## config.mk

```make
export PLATFORM = sky130hd
export DESIGN_NAME = sorted_priority_queue_core
export DESIGN_NICKNAME = d
export VERILOG_FILES = /design/src/rtl/core/spq_pkg.sv /design/src/rtl/core/spq_mem.sv /design/src/rtl/core/spq_ctrl.sv /design/src/rtl/core/sorted_priority_queue_core.sv
export SDC_FILE = /design/constraint.sdc
export NUM_CORES = 1
export LEC_CHECK = 0
export ABC_AREA = 0
export BUFFER_PORTS_ARGS = -buffer_cell sky130_fd_sc_hd__buf_2
export CAP_MARGIN = 10
export CORE_UTILIZATION = 40
export CTS_BUF_LIST = sky130_fd_sc_hd__clkbuf_4 sky130_fd_sc_hd__clkbuf_8
export DETAILED_ROUTE_END_ITERATION = 6
export PLACE_DENSITY = 0.63
export SETUP_SLACK_MARGIN = 0.1
export SKIP_LAST_GASP = 1
export SLEW_MARGIN = 5
export SYNTH_ARGS = -nofsm -noshare
export SYNTH_HDL_FRONTEND = slang
export SYNTH_SLANG_ARGS = --single-unit
```

## constraint.sdc

```tcl
create_clock -name clk -period 8 [get_ports clk]
set_input_delay 0.8 -clock clk [delete_from_list [all_inputs] [get_ports clk]]
set_output_delay 0.8 -clock clk [all_outputs]
set_load 0.02 [all_outputs]
```

## src/rtl/core/spq_pkg.sv

```systemverilog
// shared types, constants and helpers of the sorted priority queue
package spq_pkg;

	localparam int DEPTH     = 16;
	localparam int ADDR_W    = $clog2(DEPTH);
	localparam int CNT_W     = $clog2(DEPTH + 1);
	localparam int DATA_BITS = 32;
	localparam int PRIO_W    = 7;

	localparam logic [PRIO_W-1:0] PRIO_MAX = PRIO_W'(99);

	typedef enum logic [0:0] {
		CMD_INSERT = 1'b0,
		CMD_REMOVE = 1'b1
	} spq_cmd_t;

	typedef enum logic [1:0] {
		ST_DONE  = 2'd0,
		ST_EMPTY = 2'd1,
		ST_FULL  = 2'd2
	} spq_status_t;

	typedef enum logic [2:0] {
		S_IDLE,
		S_CMP,
		S_PLACE,
		S_HEAD,
		S_OUT
	} spq_state_t;

	typedef struct packed {
		spq_cmd_t           cmd;
		logic signed [31:0] data_value;
		logic [7:0]         priority_req;
	} spq_req_t;

	typedef struct packed {
		logic               head_valid;
		logic signed [31:0] head_data;
		logic [6:0]         head_priority;
		logic [4:0]         entry_count;
		spq_status_t        status;
	} spq_rsp_t;

	typedef struct packed {
		logic [PRIO_W-1:0]          prio;
		logic signed [DATA_BITS-1:0] data;
	} spq_entry_t;

	localparam int ENTRY_W = $bits(spq_entry_t);

	typedef struct packed {
		logic              we;
		logic [ADDR_W-1:0] waddr;
		spq_entry_t        wdata;
		logic [ADDR_W-1:0] raddr;
	} spq_mem_req_t;

	// logical slot to physical address in the circular buffer
	function automatic logic [ADDR_W-1:0] spq_phys(input logic [ADDR_W-1:0] base,
			input logic [ADDR_W-1:0] off);
		logic [ADDR_W:0] sum;
		sum = {1'b0, base} + {1'b0, off};
		if (sum >= (ADDR_W + 1)'(DEPTH)) begin
			sum = sum - (ADDR_W + 1)'(DEPTH);
		end
		return sum[ADDR_W-1:0];
	endfunction

endpackage

```

## src/rtl/core/spq_mem.sv

```systemverilog
// entry memory: one write port, one read port, registered read data
module spq_mem #(
	parameter int ADDR_BITS = 4,
	parameter int WIDTH     = 39
) (
	input  logic                 clk,
	input  logic                 we,
	input  logic [ADDR_BITS-1:0] waddr,
	input  logic [WIDTH-1:0]     wdata,
	input  logic [ADDR_BITS-1:0] raddr,
	output logic [WIDTH-1:0]     rdata
);

	logic [WIDTH-1:0] mem_q [2**ADDR_BITS];

	always_ff @(posedge clk) begin
		if (we) begin
			mem_q[waddr] <= wdata;
		end
	end

	always_ff @(posedge clk) begin
		rdata <= mem_q[raddr];
	end

endmodule

```

## src/rtl/core/spq_ctrl.sv

```systemverilog
// sequencer: walks the sorted circular buffer one entry per cycle
module spq_ctrl
	import spq_pkg::*;
(
	input  logic         clk,
	input  logic         arst_n,
	input  logic         start,
	output logic         busy,
	input  spq_req_t     req,
	output logic         done,
	output spq_rsp_t     rsp,
	output spq_mem_req_t mem_req,
	input  spq_entry_t   rd_entry
);

	spq_state_t        state_q, state_nxt;
	logic [ADDR_W-1:0] head_q;
	logic [CNT_W-1:0]  count_q;
	logic [ADDR_W-1:0] idx_q;
	logic [PRIO_W-1:0] prio_q;
	logic signed [DATA_BITS-1:0] data_q;
	spq_status_t       status_q;

	logic              accept;
	logic              is_empty;
	logic              is_full;
	logic              shift;
	logic [PRIO_W-1:0] prio_in;
	logic [CNT_W-1:0]  count_m1;

	assign accept   = start && (state_q == S_IDLE);
	assign is_empty = (count_q == '0);
	assign is_full  = (count_q == CNT_W'(DEPTH));
	assign shift    = (rd_entry.prio > prio_q);
	assign prio_in  = (req.priority_req > {1'b0, PRIO_MAX}) ? PRIO_MAX
	                : req.priority_req[PRIO_W-1:0];
	assign count_m1 = count_q - CNT_W'(1);

	// next state
	always_comb begin
		state_nxt = state_q;
		unique case (state_q)
			S_IDLE: begin
				if (accept) begin
					if (req.cmd == CMD_INSERT && !is_full && !is_empty) begin
						state_nxt = S_CMP;
					end else begin
						state_nxt = S_HEAD;
					end
				end
			end
			S_CMP: begin
				if (shift && idx_q == '0) begin
					state_nxt = S_PLACE;
				end else if (!shift) begin
					state_nxt = S_HEAD;
				end
			end
			S_PLACE: state_nxt = S_HEAD;
			S_HEAD:  state_nxt = S_OUT;
			S_OUT:   state_nxt = S_IDLE;
			default: state_nxt = S_IDLE;
		endcase
	end

	// memory accesses and outputs
	always_comb begin
		mem_req       = '0;
		mem_req.raddr = head_q;
		unique case (state_q)
			S_IDLE: begin
				if (accept && req.cmd == CMD_INSERT && !is_full) begin
					if (is_empty) begin
						mem_req.we         = 1'b1;
						mem_req.waddr      = head_q;
						mem_req.wdata.prio = prio_in;
						mem_req.wdata.data = DATA_BITS'(req.data_value);
					end else begin
						mem_req.raddr = spq_phys(head_q, count_m1[ADDR_W-1:0]);
					end
				end
			end
			S_CMP: begin
				mem_req.we    = 1'b1;
				mem_req.waddr = spq_phys(head_q, idx_q + ADDR_W'(1));
				if (shift) begin
					// move the less urgent entry one slot toward the tail
					mem_req.wdata = rd_entry;
					mem_req.raddr = spq_phys(head_q, idx_q - ADDR_W'(1));
				end else begin
					mem_req.wdata.prio = prio_q;
					mem_req.wdata.data = data_q;
				end
			end
			S_PLACE: begin
				mem_req.we         = 1'b1;
				mem_req.waddr      = head_q;
				mem_req.wdata.prio = prio_q;
				mem_req.wdata.data = data_q;
			end
			S_HEAD:  mem_req.raddr = head_q;
			S_OUT:   mem_req.raddr = head_q;
			default: mem_req.raddr = head_q;
		endcase

		busy               = (state_q != S_IDLE);
		done               = (state_q == S_OUT);
		rsp.head_valid     = !is_empty;
		rsp.head_data      = is_empty ? '0 : 32'(rd_entry.data);
		rsp.head_priority  = is_empty ? '0 : rd_entry.prio;
		rsp.entry_count    = 5'(count_q);
		rsp.status         = status_q;
	end

	always_ff @(posedge clk or negedge arst_n) begin
		if (!arst_n) begin
			state_q  <= S_IDLE;
			head_q   <= '0;
			count_q  <= '0;
			idx_q    <= '0;
			status_q <= ST_DONE;
		end else begin
			state_q <= state_nxt;
			case (state_q)
				S_IDLE: begin
					if (accept) begin
						status_q <= ST_DONE;
						idx_q    <= count_m1[ADDR_W-1:0];
						if (req.cmd == CMD_INSERT) begin
							if (is_full) begin
								status_q <= ST_FULL;
							end else if (is_empty) begin
								count_q <= CNT_W'(1);
							end
						end else begin
							if (is_empty) begin
								status_q <= ST_EMPTY;
							end else begin
								head_q  <= spq_phys(head_q, ADDR_W'(1));
								count_q <= count_m1;
							end
						end
					end
				end
				S_CMP: begin
					if (!shift) begin
						count_q <= count_q + CNT_W'(1);
					end else if (idx_q != '0) begin
						idx_q <= idx_q - ADDR_W'(1);
					end
				end
				S_PLACE: count_q <= count_q + CNT_W'(1);
				default: begin
				end
			endcase
		end
	end

	always_ff @(posedge clk) begin
		if (accept) begin
			prio_q <= prio_in;
			data_q <= DATA_BITS'(req.data_value);
		end
	end

endmodule

```

## src/rtl/core/sorted_priority_queue_core.sv

```systemverilog
// top level of the sorted priority queue
//
// A command transfer happens on a rising edge with start high and busy low.
// req.cmd selects insert or remove; an insert carries a data word and a
// priority (smaller is more urgent, values above 99 are clamped to 99).
// Equal priorities leave in first-in first-out order.
// Every command gives one result: done is high for one cycle and rsp holds
// the head entry, the entry count and a status code (done, remove on empty
// queue, insert on full queue). The receiver cannot stall the result.
// Entries live in a circular buffer in one memory; a remove only advances
// the head pointer. A remove, a rejected command or an insert into an empty
// queue goes from the transfer through S_HEAD to S_OUT, which gives the
// result, and then back to S_IDLE for the next transfer. An insert into a
// nonempty queue first walks the memory from the tail one entry per cycle
// through its read port and its write port, then goes through S_HEAD and
// S_OUT. Reset empties the queue; memory contents are not cleared.
module sorted_priority_queue_core
	import spq_pkg::*;
(
	input  logic     clk,
	input  logic     arst_n,
	input  logic     start,
	output logic     busy,
	input  spq_req_t req,
	output logic     done,
	output spq_rsp_t rsp
);

	spq_mem_req_t mem_req;
	spq_entry_t   rd_entry;
	logic [ENTRY_W-1:0] rd_bits;

	spq_ctrl u_ctrl (
		.clk      (clk),
		.arst_n   (arst_n),
		.start    (start),
		.busy     (busy),
		.req      (req),
		.done     (done),
		.rsp      (rsp),
		.mem_req  (mem_req),
		.rd_entry (rd_entry)
	);

	spq_mem #(
		.ADDR_BITS (ADDR_W),
		.WIDTH     (ENTRY_W)
	) u_mem (
		.clk   (clk),
		.we    (mem_req.we),
		.waddr (mem_req.waddr),
		.wdata (mem_req.wdata),
		.raddr (mem_req.raddr),
		.rdata (rd_bits)
	);

	assign rd_entry = spq_entry_t'(rd_bits);

endmodule
```

==> out/metrics.csv <==
stage,metric,value,unit
setup_path,r2r_start,u_ctrl.count_q[0]$_DFFE_PN0P_,
yosys,syn_inst,2141,
layout,num-nets-final,2302,
setup_path,cp-end-kind,register,
setup_path,crit_arrival,5610,ps
place,dp_cells,3068,
setup_path,crit_type,register to register,
sta,min_period,5250,ps
detailed_routing,drt_iter0_markers,2012,
clock_network,clk_latency,720,ps
setup_path,path_cells,inv_1 -> ha_1 -> nor3b_2 -> nor2b_1 -> inv_2 -> nor3_4 -> buf_4 -> nor2_1 -> or3_1 -> o32a_1 -> nor2_4 -> buf_4,
yosys,avgSynthCellArea,13.6,um^2
clock_network,numCtsBuffers,112,
layout,drive_above_1_share,16.8,%
detailed_routing,routed_via_density,5.66,
yosys,yosysUniqueCellTypes,64,
setup_path,critical_path.startpoint,u_ctrl.count_q[0]$_DFFE_PN0P_,
sta,worst_pin_slew,1260,ps
clock_network,clk_path_buf_depth,3,
setup_path,critical-path-max-stage-delay,750,ps
global_routing,grt_pass1_wl,111000,um
global_routing,grtUsageTotal,19.7,%
hold_path,min_from,req[19],
sta,grt_setup_unrepaired,no,
setup_path,worst-path-buf-inv,4,
layout,layout.cells.non_filler,3284,
setup_path,crit_top_cell,buf_4,
clock_network,cts-root-buf,clkbuf_8,
yosys,ys_ff_latch,720,
setup_path,path_delay_family,simple AND/OR/NAND/NOR gates,
yosys,synthTopCellsByArea,"edfxtp_1, nand2_1, a21oi_1",
detailed_routing,wl_per_cell,22.3,um
yosys,synth_top_area_share,68.5,%
sta,setup_viol,0,
outcome,status,completed,
detailed_routing,drt_wl_total,73200,um
run,maxCapViolCount,0,
setup_path,critPathLaunchType,register,
yosys,synth_area,0.0291,mm^2
sta,hold_viol,0,
clock_network,htreeDepth,3,
hold_path,hold_path.class,input port to register,
sta,report.final.slew_viol_count,0,
floorplanning,die_area,0.0738,mm^2
setup_path,crit_slowest_cell,nor2_4,
sta,fmaxAchievable,190,MHz
place,dpl.hpwl,37800,um
clock_network,cts_sinks,720,
global_routing,antenna_found_initial,2,
floorplanning,core,0.0717,mm^2
place,place_congestion,0.844,
detailed_routing,num_vias,18600,
yosys,synthFlopType,edfxtp_1,
setup_path,critPathMaxFanout,43,
place,portBuffers,92,
yosys,yosys_warnings,0,
clock_network,ctsResizeCount,0,
place,dp_slack,2760,ps
floorplanning,die_h,272,um
floorplanning,rows,98,
detailed_routing,first_pass_iters,6,
sta,finalCritPeriodShare,65.6,%
sta,finalWorstSetupSlack,2750,ps
yosys,syn-num-nets,2209,
layout,syn_to_final_growth,13.4,%
sta,clock_skew,38.8,ps
detailed_routing,drc_errors,0,
sta,timing.slew.headroom,14.9,%
global_routing,gr-total-overflow,0,
floorplanning,ios,93,
setup_path,required,8360,ps
yosys,synthArstFlopShare,2.50,%
floorplanning,fp.dieW,272,um
global_routing,grt_max_degree,171,
global_routing,first_global_vias,18300,
yosys,ys_seq_area_share,72.7,%
setup_path,r2r_setup_slack,2750,ps
yosys,synth_largest_area_cell,edfxtp_1,
detailed_routing,drtAntennaViolNets,0,
yosys,synth_edf_count,663,
sta,fin_setup_tns,0,ps
floorplanning,start_util,40.5,%
clock_network,cts_tree,built,
clock_network,clkTransAtPathRegs,60,ps
==> cell usage after synthesis, types with 4 or more instances <==
cell	n
edfxtp_1	663
inv_1	23
xnor2_1	9
buf_6	7
buf_2	40
nor2_1	36
a21oi_1	301
a221o_1	40
a22o_1	78
and2_1	46
ha_1	21
clkbuf_1	84
a21oi_2	28
xor2_1	5
o211ai_1	6
o21ai_0	31
dfxtp_1	39
a22oi_1	119
dfrtp_1	18
a21o_1	5
buf_1	15
o22ai_1	40
nand3_1	8
nand2_1	410
nor3_1	4
==> area by class of cell <==
| class | count | area (um^2) |
|---|---|---|
| Antenna cell | 1 | 2.50 |
| Clock buffer | 177 | 2110 |
| Clock inverter | 36 | 284 |
| Fill cell | 6311 | 38700 |
| Inverter | 23 | 86.3 |
| Multi-Input combinational cell | 1251 | 7410 |
| Sequential cell | 720 | 21100 |
| Tap cell | 950 | 1190 |
| Timing Repair Buffer | 126 | 768 |
==> per-stage QoR <==
stage	utilization (%)	instance area [um^2]	hold WS [ps]
after floorplan	-	29100	504
after global placement	42.6	30600	472
after detailed placement	42.6	30600	480
after CTS	46.0	33000	204
after global routing	46.0	33000	216
final	46.0	33000	269
==> cells by family (layout without fill, tap and decap cells) <==
logic type      Yosys count  in the layout  share of synthesized area (%)
buf+inv                 170            362                           2.56
xor+xnor                 14             14                          0.422
compound gates          677            677                           15.4
other cells               0              1                              0
flops                   720            720                           72.7
simple gates            535            535                           7.77
mux                       1              1                         0.0387
fa+ha+maj                24             24                           1.11
==> worst paths after layout <==
path	to	cells past startpoint
max in group asynchronous	u_ctrl.status_q[0]$_DFFE_PN0P_	2
worst max register to register	u_mem.mem_q[14][23]$_DFFE_PP_	12
worst min-delay path	u_ctrl.data_q[11]$_DFFE_PN_	1
worst max-delay path	u_mem.mem_q[14][23]$_DFFE_PP_	12
worst min register to register	u_ctrl.status_q[0]$_DFFE_PN0P_	2
min in group asynchronous	u_ctrl.status_q[1]$_DFFE_PN0P_	2
==> flip-flops by register name, indices dropped and copies added, names as in the netlist <==
name,cells
u_ctrl.idx_q,4
u_ctrl.data_q,32
u_ctrl.head_q,4
u_ctrl.prio_q,7
u_ctrl.count_q,5
u_ctrl.status_q,2
u_ctrl.state_q,3
u_mem.mem_q,624
u_mem.rdata,39
==> timing repair <==
action / 4_1_cts / 5_1_grt
hold endpoints to repair: 17 / 0
setup buffers: 0 / 0
hold buffers: 1 / 0
==> worst reg2reg max path, cell delays in order, from the launching register on <==
cell     delay, ps
dfrtp_1        450
inv_1          210
ha_1           170
nor3b_2        430
nor2b_1        310
inv_2          420
nor3_4         250
buf_4          580
nor2_1         130
or3_1          330
o32a_1         330
nor2_4         760
buf_4          500
==> routing by layer <==
layer | wire [um] | global-route usage, %
met1 | 32200 | 27.4
met2 | 34300 | 31.2
met3 | 5450 | 4.07
met4 | 1240 | 5.31
met5 | 11 | 0
==> placed cells by master, fill, tap and decap left out, types with 17 or more instances in the layout <==
| master | instances |
|---|---|
| inv_1 | 21 |
| o21ai_0 | 30 |
| buf_4 | 29 |
| dfrtp_1 | 18 |
| nand2_1 | 409 |
| a22o_1 | 78 |
| clkbuf_4 | 52 |
| nor2_4 | 17 |
| o22ai_1 | 40 |
| a21oi_2 | 28 |
| dfxtp_1 | 39 |
| ha_1 | 21 |
| and2_1 | 46 |
| a221o_1 | 40 |
| nor2_1 | 19 |
| edfxtp_1 | 663 |
| a22oi_1 | 119 |
| buf_2 | 92 |
| clkbuf_8 | 125 |
| a21oi_1 | 301 |
Power is left out: the tool's default activity adds up to more than one toggle a clock period on the data nets, which glitch-free logic cannot reach.
